[src/hdl/rita_pkg.sv]
`default_nettype none
package rita_pkg;

	// Conversion word width and derived sizes
	localparam int unsigned VALUE_BITS = 32;
	localparam int unsigned STEP_W     = $clog2(VALUE_BITS);
	localparam int unsigned CNT_W      = $clog2(VALUE_BITS) + 1;
	localparam int unsigned IDX_W      = CNT_W - 1;

	// Radix register
	localparam int unsigned RADIX_W     = 6;
	localparam logic [RADIX_W-1:0] RADIX_MIN   = 6'd2;
	localparam logic [RADIX_W-1:0] RADIX_MAX   = 6'd36;
	localparam logic [RADIX_W-1:0] RADIX_RESET = 6'd10;

	// Character set
	localparam int unsigned CHAR_W = 7;
	localparam logic [RADIX_W-1:0] DECIMAL_SPAN = 6'd10;
	localparam logic [CHAR_W-1:0]  CHAR_ZERO    = 7'd48;
	localparam logic [CHAR_W-1:0]  CHAR_LOWER_A = 7'd97;

	// One queued transaction: the value and its zero classification
	typedef struct packed {
		logic [VALUE_BITS-1:0] number;
		logic                  is_zero;
	} entry_t;

	// Queue to back end handshake
	typedef struct packed {
		logic   valid;
		entry_t entry;
	} queue_head_t;

	function automatic logic [CHAR_W-1:0] digit_to_ascii(input logic [RADIX_W-1:0] d);
		logic [CHAR_W-1:0] d7;
		begin
			d7 = {1'b0, d};
			if (d < DECIMAL_SPAN)
				digit_to_ascii = d7 + CHAR_ZERO;
			else
				digit_to_ascii = d7 - {1'b0, DECIMAL_SPAN} + CHAR_LOWER_A;
		end
	endfunction

endpackage
`default_nettype wire

[src/hdl/rita_front.sv]
`default_nettype none
module rita_front (
	input  wire logic                               clk,
	input  wire logic                               arst_n,
	input  wire logic                               in_valid,
	output logic                                    in_stall,
	input  wire logic [rita_pkg::VALUE_BITS-1:0]    number,
	output rita_pkg::queue_head_t                   head,
	input  wire logic                               pop
);

	// Two-entry queue of classified values
	rita_pkg::entry_t slot_q [2];
	logic             rd_q;
	logic             wr_q;
	logic [1:0]       fill_q;
	logic             push;
	logic             do_pop;

	assign in_stall = (fill_q == 2'd2);
	assign push     = in_valid && !in_stall;
	assign do_pop   = pop && (fill_q != 2'd0);

	assign head = {(fill_q != 2'd0), slot_q[rd_q]};

	// Storage; payload needs no reset
	always_ff @(posedge clk) begin
		if (push) begin
			slot_q[wr_q].number  <= number;
			slot_q[wr_q].is_zero <= (number == '0);
		end
	end

	// Pointers and fill level
	always_ff @(posedge clk or negedge arst_n) begin
		if (!arst_n) begin
			rd_q   <= 1'b0;
			wr_q   <= 1'b0;
			fill_q <= 2'd0;
		end else begin
			if (push)
				wr_q <= !wr_q;
			if (do_pop)
				rd_q <= !rd_q;
			case ({push, do_pop})
				2'b10:   fill_q <= fill_q + 2'd1;
				2'b01:   fill_q <= fill_q - 2'd1;
				default: fill_q <= fill_q;
			endcase
		end
	end

endmodule
`default_nettype wire

[src/hdl/rita_back.sv]
`default_nettype none
module rita_back (
	input  wire logic                             clk,
	input  wire logic                             arst_n,
	input  wire logic [rita_pkg::RADIX_W-1:0]     base,
	input  wire rita_pkg::queue_head_t            head,
	output logic                                  pop,
	output logic                                  out_valid,
	input  wire logic                             out_stall,
	output logic [rita_pkg::CHAR_W-1:0]           character,
	output logic                                  final_digit
);

	localparam logic [1:0] ST_IDLE = 2'd0;
	localparam logic [1:0] ST_DIV  = 2'd1;
	localparam logic [1:0] ST_EMIT = 2'd2;

	logic [1:0]                         state_q;
	logic [rita_pkg::VALUE_BITS-1:0]    quot_q;
	logic [rita_pkg::RADIX_W-1:0]       rem_q;
	logic [rita_pkg::STEP_W-1:0]        step_q;
	logic [rita_pkg::CNT_W-1:0]         cnt_q;
	logic [rita_pkg::IDX_W-1:0]         idx_q;
	logic [rita_pkg::RADIX_W-1:0]       store_q [rita_pkg::VALUE_BITS];
	logic                               out_valid_q;
	logic [rita_pkg::CHAR_W-1:0]        char_q;
	logic                               final_q;

	logic [rita_pkg::RADIX_W:0]         rem_sh;
	logic                               ge;
	logic [rita_pkg::RADIX_W-1:0]       rem_nx;
	logic [rita_pkg::VALUE_BITS-1:0]    quot_nx;
	logic                               last_step;
	logic                               out_free;

	// One restoring division step per cycle
	assign rem_sh    = {rem_q, quot_q[rita_pkg::VALUE_BITS-1]};
	assign ge        = (rem_sh >= {1'b0, base});
	assign rem_nx    = ge ? rita_pkg::RADIX_W'(rem_sh - {1'b0, base})
	                      : rem_sh[rita_pkg::RADIX_W-1:0];
	assign quot_nx   = {quot_q[rita_pkg::VALUE_BITS-2:0], ge};
	assign last_step = (step_q == rita_pkg::STEP_W'(rita_pkg::VALUE_BITS - 1));

	assign out_free = !out_valid_q || !out_stall;
	assign pop      = (state_q == ST_IDLE) && head.valid;

	assign out_valid   = out_valid_q;
	assign character   = char_q;
	assign final_digit = final_q;

	// Digit store; written at the end of each division pass, and slot 0 cleared when a zero value is taken
	always_ff @(posedge clk) begin
		if (state_q == ST_DIV && last_step)
			store_q[cnt_q[rita_pkg::IDX_W-1:0]] <= rem_nx;
		else if (pop && head.entry.is_zero)
			store_q[0] <= '0;
	end

	// Output register payload
	always_ff @(posedge clk) begin
		if (state_q == ST_EMIT && out_free) begin
			char_q  <= rita_pkg::digit_to_ascii(store_q[idx_q]);
			final_q <= (idx_q == '0);
		end
	end

	// Sequencer: take value, divide digit by digit (skipped for a zero value), then emit reversed
	always_ff @(posedge clk or negedge arst_n) begin
		if (!arst_n) begin
			state_q     <= ST_IDLE;
			quot_q      <= '0;
			rem_q       <= '0;
			step_q      <= '0;
			cnt_q       <= '0;
			idx_q       <= '0;
			out_valid_q <= 1'b0;
		end else begin
			if (out_valid_q && !out_stall && state_q != ST_EMIT)
				out_valid_q <= 1'b0;
			case (state_q)
				ST_IDLE: begin
					if (head.valid) begin
						quot_q <= head.entry.number;
						rem_q  <= '0;
						step_q <= '0;
						if (head.entry.is_zero) begin
							cnt_q   <= rita_pkg::CNT_W'(1);
							idx_q   <= '0;
							state_q <= ST_EMIT;
						end else begin
							cnt_q   <= '0;
							state_q <= ST_DIV;
						end
					end
				end
				ST_DIV: begin
					quot_q <= quot_nx;
					if (last_step) begin
						step_q <= '0;
						rem_q  <= '0;
						cnt_q  <= cnt_q + rita_pkg::CNT_W'(1);
						if (quot_nx == '0) begin
							idx_q   <= cnt_q[rita_pkg::IDX_W-1:0];
							state_q <= ST_EMIT;
						end
					end else begin
						step_q <= step_q + rita_pkg::STEP_W'(1);
						rem_q  <= rem_nx;
					end
				end
				ST_EMIT: begin
					if (out_free) begin
						out_valid_q <= 1'b1;
						if (idx_q == '0)
							state_q <= ST_IDLE;
						else
							idx_q <= idx_q - rita_pkg::IDX_W'(1);
					end
				end
				default: state_q <= ST_IDLE;
			endcase
		end
	end

endmodule
`default_nettype wire

[src/hdl/radix_integer_to_ascii.sv]
// Integer to ASCII conversion in a programmable base.
// Input channel: number with in_valid/in_stall; a transaction is taken when
// in_valid is high and in_stall is low. A two-entry queue holds values
// waiting for the converter, so in_stall rises only when both are full.
// Output channel: character/final_digit with out_valid/out_stall; one
// transaction per digit, most significant first, final_digit set on the last.
// Configuration: cfg_we/cfg_wdata write the radix, saturated to 2..36;
// write it only while the block is idle.
// Division: each digit is one full pass of the one-bit-per-cycle restoring
// divider over the 32-bit quotient; once division is done the digits are
// emitted, one per output transaction (at most 32, for 32 binary digits).
// A zero value skips division and gives one '0'.
// The next value is taken from the queue in the cycle after the last digit of
// the previous one is loaded into the output register.
// A stalled output holds its transaction; emission pauses until it is taken.
// Reset: queue emptied, converter idle, output invalid, radix set to ten.
`default_nettype none
module radix_integer_to_ascii (
	input  wire logic                              clk,
	input  wire logic                              arst_n,
	input  wire logic                              cfg_we,
	input  wire logic [rita_pkg::RADIX_W-1:0]      cfg_wdata,
	input  wire logic                              in_valid,
	output logic                                   in_stall,
	input  wire logic [rita_pkg::VALUE_BITS-1:0]   number,
	output logic                                   out_valid,
	input  wire logic                              out_stall,
	output logic [rita_pkg::CHAR_W-1:0]            character,
	output logic                                   final_digit
);

	logic [rita_pkg::RADIX_W-1:0] radix_q;
	rita_pkg::queue_head_t        head;
	logic                         pop;

	// Radix register with saturation on write
	always_ff @(posedge clk or negedge arst_n) begin
		if (!arst_n) begin
			radix_q <= rita_pkg::RADIX_RESET;
		end else if (cfg_we) begin
			if (cfg_wdata < rita_pkg::RADIX_MIN)
				radix_q <= rita_pkg::RADIX_MIN;
			else if (cfg_wdata > rita_pkg::RADIX_MAX)
				radix_q <= rita_pkg::RADIX_MAX;
			else
				radix_q <= cfg_wdata;
		end
	end

	rita_front u_front (
		.clk      (clk),
		.arst_n   (arst_n),
		.in_valid (in_valid),
		.in_stall (in_stall),
		.number   (number),
		.head     (head),
		.pop      (pop)
	);

	rita_back u_back (
		.clk         (clk),
		.arst_n      (arst_n),
		.base        (radix_q),
		.head        (head),
		.pop         (pop),
		.out_valid   (out_valid),
		.out_stall   (out_stall),
		.character   (character),
		.final_digit (final_digit)
	);

endmodule
`default_nettype wire

[config.mk]
export PLATFORM = sky130hd
export DESIGN_NAME = radix_integer_to_ascii
export DESIGN_NICKNAME = d
export VERILOG_FILES = /design/src/hdl/rita_pkg.sv /design/src/hdl/rita_front.sv /design/src/hdl/rita_back.sv /design/src/hdl/radix_integer_to_ascii.sv
export SDC_FILE = /design/constraint.sdc
export NUM_CORES = 1
export LEC_CHECK = 0
export BUFFER_PORTS_ARGS = -buffer_cell sky130_fd_sc_hd__buf_2
export CAP_MARGIN = 0
export CORE_MARGIN = 3
export CORE_UTILIZATION = 40
export DETAILED_ROUTE_END_ITERATION = 7
export SKIP_LAST_GASP = 1
export SLEW_MARGIN = 30
export SYNTH_ARGS = -nofsm -noshare
export SYNTH_HDL_FRONTEND = slang
export SYNTH_SLANG_ARGS = --single-unit
[constraint.sdc]
create_clock -name clk -period 5.9 [get_ports clk]
set_clock_uncertainty 0.2 [all_clocks]
set_input_delay 1.18 -clock clk [delete_from_list [all_inputs] [get_ports clk]]
set_output_delay 1.18 -clock clk [all_outputs]
set_load 0.02 [all_outputs]
==> flow_summary.toml, run 1 <==
[worst_setup_path]
start_kind = "flip-flop"
crit_path_max_fanout = 35
critPathRequiredTime_ns = 5.96
end_kind = "flip-flop"
criticalPathCategory = "reg -> reg"
worstPathArrival_ns = 3.78

[yosys]
syn_avg_cell_area_um2 = 14.6
synth_edf_count = 266
yosys_register_bits = 332
yosysMostFrequentCell = "edfxtp_1"
ys_types = 74
synth_top_cell_by_area = "edfxtp_1"
netlist_area_um2 = 14200
syn-num-nets = 1036
yosysSeqAreaShare_pct = 68.1
synthTopCellsByCount = "266 x edfxtp_1, 94 x nor2_1, 74 x nand2_1, 64 x dfrtp_1, 64 x mux2i_1"
synth_top_area_share_pct = 56.4
yosys_warnings = 0
synth-async-reset-ratio_pct = 19.9
netlist_top_cells_area = "edfxtp_1 56%, dfrtp_1 11%, mux2i_1 4.5%"
synthCells = 973
synthFlopType = "edfxtp_1"

[timing]
hold_viol_final = 0
fmax_mhz = 269
fin_crit_sh_pct = 63.1
setup_viol = 0
relSlewSlack_pct = 43.3
timing.setup.tns_ns = 0
worst-slew-pin-transition_ns = 0.851
rsz0062_at_grt = "no"
period_minus_slack_ns = 3.72
finalMaxSlewViolations = 0
postLayoutSetupSlackWorst_ns = 2.18

[clocking]
cts_buffers = 37
post-cts-setup-buffers = 0
cts_max_path_buffers = 3
clk_pin_slew_ns = 0.06
cts_tree = "yes"
cts_root_buf = "clkbuf_16"
cts_hold_buf = 0
cts_max_level = 2
cts_resized = 0
insertion_delay_ns = 0.52
numClockSinks = 332

[grt]
use_met1_pct = 22.3
grt_start_max_net_pins = 76
overflow = 0
met2_usage_pct = 25.2
grt_busiest_layer = "met2"
antenna_found_initial = 1
grt_pass1_wl_um = 47100
grt.total_usage_pct = 15.7
grt_pass1_vias = 8222
met3_usage_pct = 2.48

[placement]
dp.cells = 1450
dp_hpwl_um = 19300
place_congestion = 0.853
post-place-ws_ns = 1.92
port_buffers = 52

[die]
die_x_um = 194
dieArea_um2 = 37700
rows = 68
coreArea_um2 = 34700
ioPinCount = 53
floorplan.initialDensity_pct = 40.8
die_h_um = 194

[pwr]
p_sw_mw = 2.73
p_per_area_nw_per_um2 = 507
pwr-share-clk_pct = 26.7
netSwitchingFraction_pct = 33.5
p_leak_nw = 5.68
total_power_mw = 8.15
p_comb_share_pct = 29.2
ir_drop_uv = 289
p_seq_share_pct = 44.1
intPower_mw = 5.42

[final_layout]
n_fill_cell = 3064
drive_above_1_share_pct = 17.5
area_growth_pct = 13.4
stdcell_count = 1516
antenna_cells = 0
post-route-util_pct = 46.3
nets = 1097

[routing]
drt-pass1-iter-count = 5
drc_errors = 0
drt-initial-drc-count = 563
wl_per_cell_um = 19.8
wl_um = 30000
drtAntennaViolNets = 0
routed_via_density = 5.37
num_vias = 8146

[hold_path]
holdCritPathClass = "reg -> reg"

[status]
status = "completed"

[flow_run]
max-cap-violations = 0
worst max-delay path, cell delays in order (launching register included):
cell     delay, ns
dfrtp_4       0.81
buf_4         0.49
mux4_2        0.55
mux2i_1       0.20
o21ai_0       0.10
o22ai_1       0.40
ha_1          0.31
inv_1         0.13
nor2_4        0.18
xnor2_1       0.09
path summary, 6_finish.rpt:
path | start | to | slack [ns] | cells past startpoint
max in group asynchronous | arst_n | u_back.idx_q[0] | 4.43 | 2
setup / recovery | u_back.idx_q[0] | u_back.character[0] | 2.18 | 9
hold / removal | u_back.quot_q[11] | u_back.quot_q[11] | 0.30 | 2
hold reg to reg | u_back.quot_q[11] | u_back.quot_q[11] | 0.30 | 2
setup reg to reg | u_back.idx_q[0] | u_back.character[0] | 2.18 | 9
min in group asynchronous | arst_n | u_back.quot_q[10] | 0.56 | 2
layout make-up:
class / instances / area, um2 / area share [%]
sequential: 332 / 9650 / 60.0
inverter: 30 / 113 / 0.701
tap: 455 / 569 / 3.54
timing repair buffer: 66 / 369 / 2.30
clock buffer: 51 / 1040 / 6.47
clock inverter: 15 / 120 / 0.747
multi-input combinational: 567 / 4210 / 26.2
power by group through the flow:
stage	Clock [mW]	Combinational, mW	Sequential (mW)
2_1_floorplan	0	1.73	3.53
3_3_place_gp	0	2.36	3.63
3_5_place_dp	0	2.40	3.64
4_1_cts	2.22	2.41	3.60
5_1_grt	2.33	2.66	3.64
6_report	2.17	2.38	3.59
placed cells by master, fill, tap and decap left out, types with 25 or more instances in the layout:
cell type,instances
edfxtp_1,266
nor2_1,90
nand2_1,74
mux2i_1,64
dfrtp_1,61
o21ai_0,60
buf_2,52
a21oi_1,45
clkbuf_16,38
inv_1,29
mux4_2,25
metal layers:
layer / wire, um / share of wire (%)
met5: 11 / 0.037
met4: 769 / 2.6
met3: 1390 / 4.6
met2: 14100 / 47
met1: 13800 / 46
per-stage QoR:
step	area (um2)	hold WS, ns
5_1_grt	16100	0.328
3_3_place_gp	14900	0.278
4_1_cts	16100	0.309
6_report	16100	0.303
3_5_place_dp	14900	0.296
2_1_floorplan	14200	0.261
registers in the layout, indices dropped and copies added (netlist names):
| signal | count |
|---|---|
| u_back.final_digit | 1 |
| u_back.out_valid | 1 |
| u_front.slot_q | 66 |
| u_back.character | 7 |
| u_back.cnt_q | 5 |
| u_back.idx_q | 5 |
| u_back.state_q | 2 |
| u_back.rem_q | 6 |
| radix_q | 6 |
| u_back.step_q | 5 |
| u_front.wr_q | 1 |
| u_back.quot_q | 32 |
| u_back.store_q | 192 |
| u_front.fill_q | 2 |
| u_front.rd_q | 1 |
cells by family (layout without fill, tap and decap cells):
kind of cell	Yosys count	count (layout)	share of synthesized area, %
compound gates	167	167	7.38
simple gates	253	253	8.32
mux	112	112	11.1
buf+inv	74	162	2.44
fa+ha+maj	20	20	1.82
xor+xnor	15	15	0.927
flops	332	332	68.1
No activity file was read; power rests on OpenSTA's default activity.
==> run 2: changes to the inputs <==
==> constraint.sdc (replaced) <==
create_clock -name clk -period 3.8 [get_ports clk]
set_clock_uncertainty 0.2 [all_clocks]
set_input_delay 0.76 -clock clk [delete_from_list [all_inputs] [get_ports clk]]
set_output_delay 0.76 -clock clk [all_outputs]
set_load 0.02 [all_outputs]
==> run 2 against run 1 <==
Compared with the run above: first-iteration DRC count did not move; setup slack got worse by 1.5 ns; worst hold slack got worse by 0.28 ns; via count rose by 1.0%; flip-flop and latch count did not move; final area rose by 1.2%; total power rose by 59%; highest routed layer is now met4; critical path type unchanged; final cell count rose by 1.3%.
==> flow_summary.toml, run 2 (synthesis gave the netlist of run 1 again) <==
[final_layout]
largest_register_ffs = 192
reg_top3 = "u_back.store_q (192), u_front.slot_q (66), u_back.quot_q (32)"
layout_common_cells = "266 x edfxtp_1, 90 x nor2_1, 74 x nand2_1"
drive_above_1_share_pct = 18.8
antenna_cells = 0
top_register = "u_back.store_q"
mostFrequentLayoutCell = "edfxtp_1"
n_fill_cell = 3035
multi_input_area_um2 = 4210
stdcell_count = 1535
area_growth_pct = 14.8
seq_area_um2 = 9650
stdcell_area_um2 = 16300
nets = 1115
post-route-util_pct = 46.9

[clocking]
post-cts-setup-buffers = 0
clk_pin_slew_ns = 0.06
cts_buffers = 38
cts_root_buf = "clkbuf_16"
cts_resized = 0
cts_hold_buf = 0
cts_max_level = 2
numClockSinks = 332
insertion_delay_ns = 0.53
cts_tree = "yes"
cts_max_path_buffers = 3

[routing]
met3_wirelength_um = 1760
wl_um = 30200
routed_via_density = 5.36
top_layer = "met4"
wl_per_cell_um = 19.7
drc_errors = 0
routed-wl-met2_um = 14000
drt-initial-drc-count = 563
drtAntennaViolNets = 0
wl_met1_um = 13600
drt-pass1-iter-count = 5
num_vias = 8229

[timing]
hold_viol_final = 0
worst-slew-pin-transition_ns = 0.863
setup_viol = 0
rsz0062_at_grt = "no"
relSlewSlack_pct = 42.0
finalMaxSlewViolations = 0
timing.setup.tns_ns = 0
fin_crit_sh_pct = 82.1
hold_slack_ns = 0.0200
fmax_mhz = 320
period_minus_slack_ns = 3.12

[die]
floorplan.initialDensity_pct = 40.8
rows = 68
coreArea_um2 = 34700
die_x_um = 194
ioPinCount = 53
dieArea_um2 = 37700
die_h_um = 194

[worst_setup_path]
end_kind = "flip-flop"
crit_slowest_cell = "mux4_2"
critPathRequiredTime_ns = 3.88
criticalPathCategory = "reg -> reg"
start_kind = "flip-flop"
critPathMaxStageDelay_ns = 0.54
worstPathCellList = "buf_4, mux4_2, nand2_1, a31oi_1, a311o_1, o21ai_2, ha_1, inv_1, nor2_4, xnor2_1"
worstPathArrival_ns = 3.20
crit_path_max_fanout = 13

[grt]
grt_start_max_net_pins = 60
grt_pass1_wl_um = 47700
overflow = 0
grt_pass1_vias = 8274
antenna_found_initial = 0
grt.total_usage_pct = 16.0

[placement]
dpl_cell_area_um2 = 15100
dp_hpwl_um = 20100
port_buffers = 52
dp.cells = 1467
place_congestion = 0.860

[pwr]
p_per_area_nw_per_um2 = 795
p_leak_nw = 5.79
ir_drop_uv = 473

[hold_path]
holdCritPathClass = "in -> async"

[status]
status = "completed"

[flow_run]
max-cap-violations = 0
-- run 2: cell count changes in the layout (fill, tap and decap cells not counted), sizes merged --
cell,previous run,this run
buf,66,83
clkinvlp,0,1
bufinv,1,2
inv,30,32
clkinv,14,12
-- run 2: cell type report --
cell class	count	share of cell area (%)
Clock buffer	51	6.46
Clock inverter	17	0.969
Multi-Input combinational cell	567	25.9
Sequential cell	332	59.3
Inverter	30	0.692
Timing Repair Buffer	83	3.18
Tap cell	455	3.50
-- run 2: worst max-delay path: cells and delay by family, from the launching register on --
family	cells	cell delay, ns
XOR/XNOR	1	0.09
flip-flops	1	0.41
buffers and inverters	2	0.43
adder cells (fa/ha/maj)	1	0.30
AO/OA/AOI/OAI	3	0.64
AND/OR/NAND/NOR	2	0.26
multiplexers	1	0.54
-- run 2: layer usage --
layer,global-route usage [%],up-vias
li1,-,3871
met1,22.9,4058
met2,24.9,248
met3,3.21,52
met4,5.05,0
met5,0,-
-- run 2: through the flow --
stage | worst slack, ns | total power, mW
6_report | 0.680 | 12.9
5_1_grt | 0.437 | 13.7
4_1_cts | 0.678 | 13.1
3_5_place_dp | 0.663 | 9.49
3_3_place_gp | 0.693 | 9.42
2_1_floorplan | 0.103 | 8.17
-- run 2: worst paths after layout --
path	startpoint	to	slack [ns]	depth (start not counted)
worst min register to register	u_front.wr_q	u_front.wr_q	0.31	1
worst min-delay path	arst_n	u_back.quot_q[8]	0.02	1
worst max-delay path	u_back.idx_q[0]	u_back.character[0]	0.68	10
max in group asynchronous	arst_n	radix_q[1]	2.57	2
min in group clk	number[3]	u_front.slot_q[0][4]	0.23	1
worst max register to register	u_back.idx_q[0]	u_back.character[0]	0.68	10
-- run 2: power by group --
| group | total, mW | internal (mW) | switching [mW] |
|---|---|---|---|
| clock | 3.56 | 2.09 | 1.47 |
| sequential | 5.43 | 5.13 | 0.303 |
| combinational | 3.94 | 1.39 | 2.56 |
==> run 3: changes to the inputs <==
--- a/config.mk
+++ b/config.mk
@@ -5,6 +5,7 @@
 export SDC_FILE = /design/constraint.sdc
 export NUM_CORES = 1
 export LEC_CHECK = 0
+export ABC_AREA = 1
 export BUFFER_PORTS_ARGS = -buffer_cell sky130_fd_sc_hd__buf_2
 export CAP_MARGIN = 0
 export CORE_MARGIN = 3
==> constraint.sdc (replaced) <==
create_clock -name clk -period 2.8 [get_ports clk]
set_clock_uncertainty 0.2 [all_clocks]
set_input_delay 0.56 -clock clk [delete_from_list [all_inputs] [get_ports clk]]
set_output_delay 0.56 -clock clk [all_outputs]
set_load 0.02 [all_outputs]
==> run 3 against run 2 <==
Compared with the run above: core utilization grew 2.5 points; final cell count grew 27%; final area grew 6.3%; via count grew 23%; register-to-register slack lost 0.61 ns; sequential power grew 43%; fmax grew 14%; first-iteration DRC count grew 31%; clock-buffer cell count shrank 2; non-clock buffer count grew 67; synthesized cell count grew 38%; clock power grew 30%; critical endpoint is now u_back.store_q[7][5].
==> flow_summary.toml, run 3 <==
[status]
status = "completed"

[yosys]
yosys_warnings = 0
synth_top_area_share_pct = 55.4
syn-num-nets = 1407
yosys_register_bits = 332
netlist_area_um2 = 14400
yosysSeqAreaShare_pct = 66.9
synthTopCellsByCount = "293 x nand2_1, 266 x edfxtp_1, 158 x nor2_1, 122 x o21ai_0, 100 x inv_1"
yosysMostFrequentCell = "nand2_1"
netlist_top_cells_area = "edfxtp_1 55%, dfrtp_1 11%, nand2_1 7.6%"
syn_avg_cell_area_um2 = 10.7
ys_types = 40
synthFlopType = "edfxtp_1"
synth_edf_count = 266
synth-async-reset-ratio_pct = 19.9
synthCells = 1344
synth_top_cell_by_area = "edfxtp_1"

[final_layout]
area_growth_pct = 20.0
layout_common_cells = "291 x nand2_1, 266 x edfxtp_1, 145 x nor2_1"
nets = 1537
antenna_cells = 0
mostFrequentLayoutCell = "nand2_1"
largest_register_ffs = 192
post-route-util_pct = 49.3
drive_above_1_share_pct = 17.1
reg_top3 = "u_back.store_q (192), u_front.slot_q (66), u_back.quot_q (32)"
top_register = "u_back.store_q"

[worst_setup_path]
critPathRequiredTime_ns = 2.85
criticalPathCategory = "reg -> reg"
crit_slowest_cell = "dfstp_2"
critPathTopFamily = "buffers and inverters"
r2r_start = "radix_q[3]"
critPathMaxStageDelay_ns = 0.52
ff2ff_path_depth = 11
crit_path_start = "radix_q[3]"
end_kind = "flip-flop"
crit_top_cell = "buf_4"
worstPathCellList = "inv_1, ha_1, nand2_1, nor3_1, nor4_1, o21ai_0, buf_4, buf_4, o21ai_2, nor2_4, buf_12"
crit_path_max_fanout = 16
path_depth = 11
crit_buf_inv = 4
worstPathArrival_ns = 2.78
start_kind = "flip-flop"

[placement]
place_congestion = 0.849
dp_hpwl_um = 21100
port_buffers = 52
post-place-ws_ns = -0.325

[timing]
worst-slew-pin-transition_ns = 0.739
finalMaxSlewViolations = 0
hold_viol_final = 0
postLayoutSetupSlackWorst_ns = 0.0657
setup_viol = 0
period_minus_slack_ns = 2.73
hold_slack_ns = 0.0419
timing.setup.tns_ns = 0
relSlewSlack_pct = 50.8
fmax_mhz = 366
rsz0062_at_grt = "yes"
fin_crit_sh_pct = 97.7

[routing]
routed_via_density = 5.17
wl_per_cell_um = 17.8
drt-pass1-iter-count = 5
drc_errors = 0
wl_um = 34700
num_vias = 10100
drt-initial-drc-count = 736
drtAntennaViolNets = 0

[grt]
grt_start_max_net_pins = 48
grt_pass1_vias = 9819
antenna_found_initial = 0
grt_pass1_wl_um = 54300
overflow = 0
grt.total_usage_pct = 17.8

[die]
die_h_um = 196
ioPinCount = 53
floorplan.initialDensity_pct = 41.1
rows = 68
dieArea_um2 = 38400
coreArea_um2 = 35100
die_x_um = 196

[clocking]
clk_pin_slew_ns = 0.06
cts_max_path_buffers = 3
cts_max_level = 2
insertion_delay_ns = 0.52
cts_tree = "yes"
cts_buffers = 36
numClockSinks = 332
cts_root_buf = "clkbuf_16"

[hold_path]
min_from = "number[4]"
min_path_cells = 1
holdCritPathClass = "in -> reg"

[pwr]
p_leak_nw = 6.74
total_power_mw = 22.3
p_per_area_nw_per_um2 = 1290
ir_drop_uv = 792

[flow_run]
max-cap-violations = 0
run 3: cell types whose count changed in the layout (fill, tap and decap cells not counted), moves of 25 or more:
cell | previous run | this run
nor2_1 | 90 | 145
mux2i_1 | 64 | 1
nand2_1 | 74 | 291
buf_4 | 29 | 71
nand3_1 | 12 | 84
o21ai_0 | 60 | 116
inv_1 | 29 | 96
mux4_2 | 25 | 0
run 3: report_power, final:
group          switching [mW]  internal (mW)
clock                    1.92           2.72
sequential              0.365           7.37
combinational            6.45           3.52
run 3: final timing paths:
| check | slack (ns) | to |
|---|---|---|
| max reg2reg | 0.07 | u_back.store_q[7][5] |
| max | 0.07 | u_back.store_q[7][5] |
| min | 0.04 | u_front.slot_q[0][5] |
| max in group asynchronous | 1.26 | radix_q[1] |
| min in group asynchronous | 0.44 | u_back.quot_q[11] |
| min reg2reg | 0.28 | u_back.out_valid |
run 3: per-stage QoR:
step	instances	area (um2)
floorplan	1344	14500
global placement	1865	15600
detailed placement	1865	15600
CTS	1940	17000
global route	1955	17300
finish	1955	17300
run 3: per-layer routing:
metal / vias up / wire length (um) / GRT usage, %
met5: - / 0 / 0
met4: 0 / 988 / 5.68
met3: 60 / 1980 / 2.42
met2: 280 / 16400 / 29.3
met1: 4858 / 15300 / 24.6
li1: 4917 / - / -
run 3: layout make-up:
type	instances	area (um2)
clock inverter	15	169
sequential	332	9640
clock buffer	49	1000
inverter	106	403
timing repair buffer	150	1300
fill	3131	17800
multi-input combinational	848	4210
tap	455	569
run 3: cell families after synthesis:
group / Yosys count / synth area share [%]
flops: 332 / 66.9
simple gates: 592 / 17.1
compound gates: 219 / 8.37
fa+ha+maj: 20 / 1.79
buf+inv: 170 / 5.24
xor+xnor: 10 / 0.607
mux: 1 / 0.0694
run 3: what timing repair did:
action                                  CTS  global route
hold endpoints to repair                 26             0
resized for setup                        17            26
setup buffers                             4            14
pin swaps                                 6            14
hold buffers                              1             0
endpoints found under the setup margin  204           346
cloned                                    6             1
